### src/sv/mdss_pkg.sv
package mdss_pkg;

    localparam int DRIVE_FIELDS = 7;
    localparam int MAX_DRIVES   = 7;
    localparam int IN_BITS      = 32;
    localparam int OUT_BITS     = 32;

    typedef enum logic [2:0] {
        ST_INIT   = 3'd0,
        ST_READY  = 3'd1,
        ST_ACTIVE = 3'd2,
        ST_FAULT  = 3'd3,
        ST_ESTOP  = 3'd4
    } sup_state_t;

    typedef logic [2:0] drive_status_t;

    localparam drive_status_t DS_SWON_DISABLED = 3'd1;
    localparam drive_status_t DS_READY         = 3'd2;
    localparam drive_status_t DS_SWITCHED_ON   = 3'd3;
    localparam drive_status_t DS_OP_ENABLED    = 3'd4;
    localparam drive_status_t DS_FAULT         = 3'd5;

    typedef logic [2:0] drive_cmd_t;

    localparam drive_cmd_t CMD_NONE          = 3'd0;
    localparam drive_cmd_t CMD_FAULT_RESET   = 3'd1;
    localparam drive_cmd_t CMD_SWITCH_ON     = 3'd2;
    localparam drive_cmd_t CMD_ALLOW_OP      = 3'd3;
    localparam drive_cmd_t CMD_FORCE_DISABLE = 3'd4;

    typedef logic [1:0] ctrl_sel_t;

    localparam ctrl_sel_t CTRL_NONE    = 2'd0;
    localparam ctrl_sel_t CTRL_GRAVITY = 2'd1;
    localparam ctrl_sel_t CTRL_ESTOP   = 2'd2;

    typedef struct packed {
        sup_state_t state;
        logic       enable;
        logic       reset_request;
    } lane_ctrl_t;

    typedef struct packed {
        logic op_enabled_ok;
        logic disabled_ok;
    } lane_flags_t;

endpackage

### src/sv/mdss_lane.sv
module mdss_lane
(
    input  mdss_pkg::lane_ctrl_t    ctrl,
    input  mdss_pkg::drive_status_t status,
    output mdss_pkg::drive_cmd_t    cmd,
    output mdss_pkg::lane_flags_t   flags
);
    import mdss_pkg::*;

    always_comb
    begin
        flags.op_enabled_ok = !ctrl.enable || (status == DS_OP_ENABLED);
        flags.disabled_ok   = !ctrl.enable || (status == DS_SWON_DISABLED);
    end

    always_comb
    begin
        cmd = CMD_NONE;
        if (ctrl.enable)
        begin
            case (ctrl.state)
                ST_INIT:
                begin
                    if (status == DS_OP_ENABLED)
                        cmd = CMD_NONE;
                    else if (status == DS_FAULT)
                        cmd = CMD_FAULT_RESET;
                    else if (status <= DS_READY)
                        cmd = CMD_SWITCH_ON;
                    else if (status == DS_SWITCHED_ON)
                        cmd = CMD_ALLOW_OP;
                    else
                        cmd = CMD_FORCE_DISABLE;
                end
                ST_FAULT:
                begin
                    if (status == DS_SWON_DISABLED)
                        cmd = CMD_NONE;
                    else if (status == DS_FAULT && ctrl.reset_request)
                        cmd = CMD_FAULT_RESET;
                    else
                        cmd = CMD_FORCE_DISABLE;
                end
                ST_ESTOP:
                    cmd = CMD_FORCE_DISABLE;
                default:
                    cmd = CMD_NONE;
            endcase
        end
    end

endmodule

### src/sv/mdss_sup.sv
module mdss_sup
(
    input  logic                                            clk,
    input  logic                                            rst_n,
    input  logic                                            advance,
    input  logic                                            estop_request,
    input  logic                                            fault_active,
    input  logic                                            trajectory_active,
    input  logic                                            reset_request,
    input  logic [2:0]                                      drive_count,
    input  mdss_pkg::lane_flags_t [mdss_pkg::DRIVE_FIELDS-1:0] flags,
    output mdss_pkg::lane_ctrl_t  [mdss_pkg::DRIVE_FIELDS-1:0] lane_ctrl,
    output mdss_pkg::sup_state_t                            state_next,
    output logic                                            switch_request,
    output mdss_pkg::ctrl_sel_t                             controller_select
);
    import mdss_pkg::*;

    localparam logic [2:0] CountCap =
        (MAX_DRIVES < DRIVE_FIELDS) ? 3'(MAX_DRIVES) : 3'(DRIVE_FIELDS);

    sup_state_t state_reg;
    sup_state_t eff_state;
    logic [2:0] active_count;
    logic       all_on;
    logic       all_dis;

    assign active_count = (drive_count > CountCap) ? CountCap : drive_count;

    always_comb
    begin
        if (estop_request)
            eff_state = ST_ESTOP;
        else if (fault_active && state_reg != ST_ESTOP)
            eff_state = ST_FAULT;
        else
            eff_state = state_reg;
    end

    always_comb
    begin
        all_on  = 1'b1;
        all_dis = 1'b1;
        for (int i = 0; i < DRIVE_FIELDS; i++)
        begin
            lane_ctrl[i].state         = eff_state;
            lane_ctrl[i].enable        = 3'(i) < active_count;
            lane_ctrl[i].reset_request = reset_request;
            all_on  = all_on  & flags[i].op_enabled_ok;
            all_dis = all_dis & flags[i].disabled_ok;
        end
    end

    always_comb
    begin
        state_next = eff_state;
        case (eff_state)
            ST_INIT:
                if (all_on && !fault_active && !estop_request)
                    state_next = ST_READY;
            ST_READY:
                if (trajectory_active && !fault_active && !estop_request)
                    state_next = ST_ACTIVE;
            ST_ACTIVE:
                if (!trajectory_active || fault_active || estop_request)
                    state_next = ST_READY;
            ST_FAULT:
                if (reset_request && !fault_active && all_dis && !estop_request)
                    state_next = ST_INIT;
            ST_ESTOP:
                if (!estop_request && reset_request && !fault_active)
                    state_next = ST_INIT;
            default:
                state_next = eff_state;
        endcase
    end

    always_comb
    begin
        switch_request    = 1'b0;
        controller_select = CTRL_NONE;
        case (eff_state)
            ST_INIT:
            begin
                if (all_on && !fault_active && !estop_request)
                begin
                    switch_request    = 1'b1;
                    controller_select = CTRL_GRAVITY;
                end
            end
            ST_READY:
            begin
                if (!(trajectory_active && !fault_active && !estop_request))
                begin
                    switch_request    = 1'b1;
                    controller_select = CTRL_GRAVITY;
                end
            end
            ST_ACTIVE:
            begin
                if (!trajectory_active && !fault_active && !estop_request)
                begin
                    switch_request    = 1'b1;
                    controller_select = CTRL_GRAVITY;
                end
            end
            ST_FAULT, ST_ESTOP:
            begin
                switch_request    = 1'b1;
                controller_select = CTRL_ESTOP;
            end
            default:
            begin
                switch_request    = 1'b0;
                controller_select = CTRL_NONE;
            end
        endcase
    end

    always_ff @(posedge clk or negedge rst_n)
    begin
        if (!rst_n)
            state_reg <= ST_INIT;
        else if (advance)
            state_reg <= state_next;
    end

endmodule

### src/sv/multi_drive_safety_supervisor_top.sv
// Channel   Direction  Handshake                     Payload
// s_axis    in         s_axis_tvalid/s_axis_tready   s_axis_tdata[31:0] (one tick of flags)
// m_axis    out        m_axis_tvalid/m_axis_tready   m_axis_tdata[31:0] (state and commands)
// cfg       in         cfg_valid/cfg_ready           cfg_data[2:0] (drive_count)
//
// One tick is accepted per cycle when the output is not stalled; its result appears in the
// output register in the next cycle. The lane and supervisor next-state logic is combinational.
// Reset puts the supervisor in init and drive_count at seven; cfg_ready is always high.
// A stalled output holds its request and blocks input only while the output register is full
// and not being taken.
module multi_drive_safety_supervisor_top
(
    input  logic        clk,
    input  logic        rst_n,
    input  logic        s_axis_tvalid,
    output logic        s_axis_tready,
    // [0] estop_request, [1] fault_active, [2] trajectory_active, [3] reset_request,
    // [6:4] status_drive_0 .. [24:22] status_drive_6, [31:25] zero
    input  logic [31:0] s_axis_tdata,
    output logic        m_axis_tvalid,
    input  logic        m_axis_tready,
    // [2:0] app_state, [5:3] cmd_drive_0 .. [23:21] cmd_drive_6,
    // [24] switch_request, [26:25] controller_select, [31:27] zero
    output logic [31:0] m_axis_tdata,
    input  logic        cfg_valid,
    output logic        cfg_ready,
    input  logic [2:0]  cfg_data
);
    import mdss_pkg::*;

    logic                            in_accept;
    logic [2:0]                      drive_count_reg;
    lane_ctrl_t  [DRIVE_FIELDS-1:0]  lane_ctrl;
    lane_flags_t [DRIVE_FIELDS-1:0]  lane_flags;
    drive_cmd_t  [DRIVE_FIELDS-1:0]  lane_cmd;
    sup_state_t                      state_next;
    logic                            switch_request;
    ctrl_sel_t                       controller_select;
    logic [OUT_BITS-1:0]             out_data_next;
    logic [OUT_BITS-1:0]             out_data_reg;
    logic                            out_valid_reg;

    assign cfg_ready     = 1'b1;
    assign s_axis_tready = !out_valid_reg || m_axis_tready;
    assign in_accept     = s_axis_tvalid && s_axis_tready;
    assign m_axis_tvalid = out_valid_reg;
    assign m_axis_tdata  = out_data_reg;

    always_ff @(posedge clk or negedge rst_n)
    begin
        if (!rst_n)
            drive_count_reg <= 3'd7;
        else if (cfg_valid)
            drive_count_reg <= cfg_data;
    end

    for (genvar g = 0; g < DRIVE_FIELDS; g++)
    begin : g_lane
        mdss_lane u_lane
        (
            .ctrl   (lane_ctrl[g]),
            .status (s_axis_tdata[4+3*g +: 3]),
            .cmd    (lane_cmd[g]),
            .flags  (lane_flags[g])
        );
    end

    mdss_sup u_sup
    (
        .clk               (clk),
        .rst_n             (rst_n),
        .advance           (in_accept),
        .estop_request     (s_axis_tdata[0]),
        .fault_active      (s_axis_tdata[1]),
        .trajectory_active (s_axis_tdata[2]),
        .reset_request     (s_axis_tdata[3]),
        .drive_count       (drive_count_reg),
        .flags             (lane_flags),
        .lane_ctrl         (lane_ctrl),
        .state_next        (state_next),
        .switch_request    (switch_request),
        .controller_select (controller_select)
    );

    always_comb
    begin
        out_data_next      = '0;
        out_data_next[2:0] = state_next;
        for (int i = 0; i < DRIVE_FIELDS; i++)
            out_data_next[3+3*i +: 3] = lane_cmd[i];
        out_data_next[24]    = switch_request;
        out_data_next[26:25] = controller_select;
    end

    always_ff @(posedge clk or negedge rst_n)
    begin
        if (!rst_n)
            out_valid_reg <= 1'b0;
        else if (s_axis_tready)
            out_valid_reg <= s_axis_tvalid;
    end

    always_ff @(posedge clk)
    begin
        if (in_accept)
            out_data_reg <= out_data_next;
    end

    a_estop_wins: assert property (@(posedge clk) disable iff (!rst_n)
        in_accept && s_axis_tdata[0] |=> u_sup.state_reg == ST_ESTOP)
        else $error("estop request did not force estop state");

    a_no_switch_no_sel: assert property (@(posedge clk) disable iff (!rst_n)
        m_axis_tvalid && !m_axis_tdata[24] |-> m_axis_tdata[26:25] == CTRL_NONE)
        else $error("controller select without switch request");

    a_safe_state_sel: assert property (@(posedge clk) disable iff (!rst_n)
        m_axis_tvalid && (m_axis_tdata[2:0] == ST_ESTOP || m_axis_tdata[2:0] == ST_FAULT)
        |-> m_axis_tdata[24] && m_axis_tdata[26:25] == CTRL_ESTOP)
        else $error("fault or estop result without estop controller");

endmodule

### config.mk
export PLATFORM = sky130hd
export DESIGN_NAME = multi_drive_safety_supervisor_top
export DESIGN_NICKNAME = d
export VERILOG_FILES = /design/src/sv/mdss_pkg.sv /design/src/sv/mdss_lane.sv /design/src/sv/mdss_sup.sv /design/src/sv/multi_drive_safety_supervisor_top.sv
export SDC_FILE = /design/constraint.sdc
export NUM_CORES = 1
export LEC_CHECK = 0
export BUFFER_PORTS_ARGS = -buffer_cell sky130_fd_sc_hd__buf_4
export CORE_ASPECT_RATIO = 1.75
export CORE_UTILIZATION = 45
export DETAILED_ROUTE_END_ITERATION = 7
export PLACE_DENSITY_LB_ADDON = 0.05
export SKIP_CTS_REPAIR_TIMING = 1
export SLEW_MARGIN = 5
export SYNTH_ARGS = -nofsm -noshare
export SYNTH_HDL_FRONTEND = slang
export SYNTH_HIERARCHICAL = 1
export SYNTH_SLANG_ARGS = --single-unit
### constraint.sdc
create_clock -name clk -period 2.5 [get_ports clk]
set_input_delay 0.125 -clock clk [delete_from_list [all_inputs] [get_ports clk]]
set_output_delay 0.125 -clock clk [all_outputs]
set_load 0.01 [all_outputs]
==> impl_results.md, run 1 <==
* Rel. slew slack at 52.9%
* Worst Setup End Kind: flop
* CTS root buffer: clkbuf_8
* FFs w/ async S/R, synth at between 20% and 30%
* Main synth FF type: edfxtp_1
* Layout Cells excl Fill at about 340
* Worst-path maximum fanout at 12
* Overflow after GRT at 0
* Via-to-Cell Ratio at 5.50
* Post-layout nets at 322
* Overall die width at 57.5 um
* Area delta synth->final at 18.6%
* Cells after Synth at 239
* Vias at ~1900
* Status: complete, but fails checks
* Port Buffers at 61
* WS Path Type: reg -> reg
* Fillcell total at 504
* Worst slew pin tran at a little over 0.7 ns
* Share of cells above drive strength 1 at 33.2%
* Clock tree sinks at 34
* Syn. warnings at 6
* Placeable core area at between 5000 and 6000 um^2
* Detail Placement HPWL at 3.60 mm
* Maximum capacitance violations at 0
* Syn_area_per_cell at 10.1 um^2
* Ranking of synthesized cells by area: edfxtp_1 33%, buf_4 9.6%, o21ai_0 5.2%, dfrtp_1 4.1%, nor2b_1 3.9%
* F_max at 0.511 GHz
* CTS tree: built
* Fin util at a little under three fifths
* Max FFs per register at 27
* Antenna violations before repair at 0
* Starting Density at 46.5%
* Final ANT Viol Nets at 0
* Clock skew at 0.00716 ns
* First-pass GRT wire length at between 8 and 9 mm
* H-tree depth at 2
* Final setup viols at 0
* Clock-pin slew on the worst setup and hold paths at around 0.07 ns
* Hold WS at 0.0438 ns
* Synth cell types at 41
* Slew Limit Fails at 0
* Gpl congestion at approximately 0.78
* Die area at approximately 5700 um^2
* Share of the synthesized area in the top cell type at 33.5%
* Final Hold Viols at 0
* Post-Route WL at 4.88 mm
* Vias in the first global route at roughly 1800
* Most common cell after layout, fill and taps aside: buf_4
* Failing checks: design-rule violations
* Setup WS pre-CTS at 0.530 ns
* FP Rows at 35
* PnR worst setup slack at 0.544 ns
* Maximum vdd drop at roughly 0.32 mV
* Period utilisation layout at 78.2%
* Initial DRC count at 57
* Placed Cells at 329
* Share of the yosys chip area belonging to registers at 40.8%
* Most frequent cells in the layout: 65 x buf_4, 27 x edfxtp_1, 25 x o21ai_0
* Synthesized cell area at between 2000 and 2500 um^2
* Crit path time final at 1.96 ns
* Clock Latency Late Sink at 0.28 ns
* RSZ-0062 raised after global routing: no
* Pwr Density at around 650 nW/um^2
* HP Class: in -> reg
* Post-synth EDFFs at 27
* #FFs+latches synth at 34
* Critical Path AT at 1.98 ns
* Residual DRC at 4
* Wire per inst at between 10 and 15 um
* Diodes inserted at 0
* DRT Pass-1 Iters at 6
* Maximum clock path buffer count at 2
* Yosys top cell by area: edfxtp_1
* Leak at 1.24 nW
* Total GRT Usage at 18.0%
* WP data required at about 2.5 ns
* Pin count of the biggest net entering global routing at 22
* TritonCTS Buffers at 5
* Die Span Y at 99.1 um
* Startpoint Class: flop
* Io pins at 75
* TNS Setup at 0 ns
==> metal layers <==
layer	part of all wire (%)	track usage, %	routed length [um]
met1	41	20.7	2020
met5	0	0	0
met4	0.74	6.57	36
met3	3.3	3.02	162
met2	55	32.5	2660
==> per-stage QoR <==
step | cell area (um^2) | power [W]
detailed placement | 2760 | 0.00140
global route | 2870 | 0.00199
global placement | 2760 | 0.00139
CTS | 2860 | 0.00190
finish | 2870 | 0.00188
floorplan | 2440 | 0.00129
==> worst paths after layout <==
path | start | end | slack, ns | cells past startpoint
min in group asynchronous | rst_n | u_sup/state_reg[2]$_DFFE_PN0P_ | 0.21 | 2
worst min register to register | m_axis_tvalid$_DFFE_PN0P_ | m_axis_tvalid$_DFFE_PN0P_ | 0.54 | 2
max in group asynchronous | rst_n | drive_count_reg[0]$_DFFE_PN1P_ | 2.09 | 2
worst max-delay path | drive_count_reg[2]$_DFFE_PN1P_ | m_axis_tdata[0]$_DFFE_PP_ | 0.54 | 6
worst max register to register | drive_count_reg[2]$_DFFE_PN1P_ | m_axis_tdata[0]$_DFFE_PP_ | 0.54 | 6
worst min-delay path | s_axis_tvalid | m_axis_tvalid$_DFFE_PN0P_ | 0.04 | 2
==> cells by family (layout without fill, tap and decap cells) <==
logic type,count (synthesis),after routing,share of synthesized area (%)
multiplexers,5,5,2.48
AO/OA/AOI/OAI,58,58,14.9
XOR/XNOR,7,7,2.53
AND/OR/NAND/NOR,98,98,28.3
buffers and inverters,35,75,10.6
other,2,6,0.310
flip-flops,34,34,40.8
==> synth_stat cells, types with 8 or more instances <==
library cell and instances:
a21oi_1 10, buf_4 31, edfxtp_1 27, nand2b_1 14, nor2b_1 15, nor3_1 9
o21ai_0 25, or3_1 8
==> critical path, stage by stage, from the launching register on <==
cell,delay [ns]
dfstp_2,0.64
o21a_1,0.21
o21ai_0,0.13
nand4_1,0.12
nor4_1,0.07
o21a_1,0.22
a311o_1,0.32
==> cell type report <==
cell class                 count  area, um^2  area share [%]
clock buffer                   7        76.3            2.66
clock inverter                 1        30.0            1.04
multi-input combinational    174        1190            41.4
sequential                    34         990            34.4
tap                           55        68.8            2.39
timing repair buffer          67         518            18.0
==> where the power goes <==
part | switching (W) | internal [W]
clock network | 0.000190 | 0.000298
registers | 0.0000584 | 0.000705
logic | 0.000318 | 0.000306
Power figures use the tool's default switching activity.
==> run 2, diff against run 1 <==
Clock period 2.5 ns to 1.64 ns, I/O delays scaled along.
==> run 2 against run 1 <==
  * The run ends with design-rule violations, negative hold slack, negative setup slack left
  * Setup slack got worse by 0.76 ns
  * Via count increased by 9.3%
  * Count of clock-buffer cells in the layout grew 1
  * Cell count increased by 6.5%
  * Worst hold slack lost 0.049 ns
  * Die area unchanged
  * Combinational power rose by 150%
  * Flip-flop and latch count is the same
  * Clock skew down 0.0018 ns
  * Fmax increased by 5.7%
  * Critical path type unchanged
  * Critical endpoint unchanged
  * Largest cell class unchanged
  * Largest power group is now combinational logic
==> impl_results.md, run 2 (synthesis results as in run 1) <==
* Status: complete, but fails checks
* Failing checks: design-rule violations, negative hold slack, negative setup slack
* Top delay family on crit path: simple AND/OR/NAND/NOR gates
* Clock-pin slew on the worst setup and hold paths at 0.07 ns
* Io pins at 75
* WS Path Type: reg -> reg
* Cells on worst reg2reg path at 6
* Worst-path maximum fanout at 5
* Maximum vdd drop at approximately 0.74 mV
* TritonCTS Buffers at 5
* Fin util at 61.2%
* Residual DRC at 4
* Total GRT Usage at around a fifth
* Worst hold path startpoint: s_axis_tvalid
* R2R Path Start: drive_count_reg[0]$_DFFE_PN1P_
* WP buf/inv at 0
* F_max at 0.540 GHz
* Diodes inserted at 0
* Startpoint Class: flop
* Overall die width at around 57 um
* Max FFs per register at 27
* Overflow after GRT at 0
* Clock skew at 0.00532 ns
* Worst Setup End Kind: flop
* Maximum capacitance violations at 0
* Hold endpoint: m_axis_tvalid$_DFFE_PN0P_
* Final setup viols at 9
* Layout Cells excl Fill at 360
* PnR worst setup slack at -0.211 ns
* HP Class: in -> reg
* CTS root buffer: clkbuf_8
* Most frequent cells in the layout: 79 x buf_4, 27 x edfxtp_1, 15 x nor2b_1
* Die area at 5690 um^2
* H-tree depth at 2
* Placeable core area at ~5200 um^2
* Largest stage delay, worst path at 0.39 ns
* Starting Density at 46.5%
* Post-Route WL at 6.04 mm
* First-pass GRT wire length at approximately 8.4 mm
* Leak at between 1 and 1.5 nW
* Via-to-Cell Ratio at 5.64
* FF-to-FF setup slack at -0.21 ns
* Worst r2r dst: m_axis_tdata[0]$_DFFE_PP_
* Share of cells above drive strength 1 at a little under half
* Placed Cells at 341
* Final Hold Viols at 1
* Critical Path AT at ~1.9 ns
* Vias at 2031
* Pin count of the biggest net entering global routing at 22
* Initial DRC count at 53
* Post-layout nets at ~340
* Cells along the critical path: or3_4 -> o21ai_0 -> nand3_1 -> nor3_4 -> a211oi_2 -> a311o_1
* Wire per inst at between 15 and 20 um
* RSZ-0062 raised after global routing: yes
* CP max-delay cell: dfstp_2
* Maximum clock path buffer count at 2
* Clock Latency Late Sink at 0.28 ns
* Final ANT Viol Nets at 0
* Pwr Density at 1030 nW/um^2
* CTS tree: built
* Vias in the first global route at 1824
* DRT Pass-1 Iters at 6
* Port Buffers at 61
* Gpl congestion at 0.799
* Clock tree sinks at 34
* Area delta synth->final at 31.6%
* FP Rows at 35
* Slew Limit Fails at 0
* Hold WS at -0.00507 ns
* Most common cell after layout, fill and taps aside: buf_4
* Antenna violations before repair at 0
* Period utilisation layout at 113%
* Die Span Y at 99.1 um
* Hold Path Stages at 2
* Setup WS pre-CTS at -0.206 ns
* Crit path time final at 1.85 ns
* WP data required at 1.68 ns
* Detail Placement HPWL at 3.96 mm
-- run 2: changes by cell type in the layout (fill, tap and decap cells not counted), sizes merged --
cell and change:
buf +16, nor2 +4, nand2b +2, bufinv -1, clkbuf +1
-- run 2: per-layer routing --
metal / wire, um / track usage [%] / up-vias
li1: - / - / 982
met1: 2270 / 20.5 / 977
met2: 3350 / 35.3 / 59
met3: 288 / 4.07 / 13
met4: 138 / 8.82 / 0
met5: 0 / 0 / -
-- run 2: where the power goes --
group / leakage (nW) / total (W) / internal, W / switching (W)
Sequential: 0.338 / 0.00115 / 0.00108 / 0.0000755
Clock: 0.0395 / 0.000590 / 0.000301 / 0.000289
Combinational: 0.973 / 0.00154 / 0.000748 / 0.000792
Total: 1.35 / 0.00328 / 0.00213 / 0.00116
-- run 2: cell type report --
cell class,count,area (um^2)
multi-input combinational,180,1410
fill,456,2020
clock buffer,8,80.1
sequential,34,992
timing repair buffer,83,637
tap,55,68.8
-- run 2: worst max path at each step --
stage	startpoint	endpoint	slack, ns	cells after the start
6_report	drive_count_reg[0]$_DFFE_PN1P_	m_axis_tdata[0]$_DFFE_PP_	-0.21	6
3_5_place_dp	drive_count_reg[2]$_DFFE_PN1P_	m_axis_tdata[0]$_DFFE_PP_	-0.21	6
3_3_place_gp	drive_count_reg[2]$_DFFE_PN1P_	m_axis_tdata[0]$_DFFE_PP_	-0.18	6
2_1_floorplan	drive_count_reg[2]$_DFFE_PN1P_	u_sup/state_reg[1]$_DFFE_PN0P_	-0.03	7
5_1_grt	drive_count_reg[0]$_DFFE_PN1P_	m_axis_tdata[0]$_DFFE_PP_	-0.24	6
4_1_cts	drive_count_reg[2]$_DFFE_PN1P_	m_axis_tdata[0]$_DFFE_PP_	-0.21	6
-- run 2: metrics by stage --
stage	total power (W)	hold WS (ns)	cell area [um^2]	setup TNS, ns
6_report	0.00328	-0.00507	3190	-0.693
3_5_place_dp	0.00226	-0.0948	2870	-3.91
3_3_place_gp	0.00224	-0.0951	2870	-3.00
5_1_grt	0.00346	0.000291	3190	-1.68
4_1_cts	0.00285	-0.403	2950	-4.02
2_1_floorplan	0.00201	-0.214	2470	-0.0947
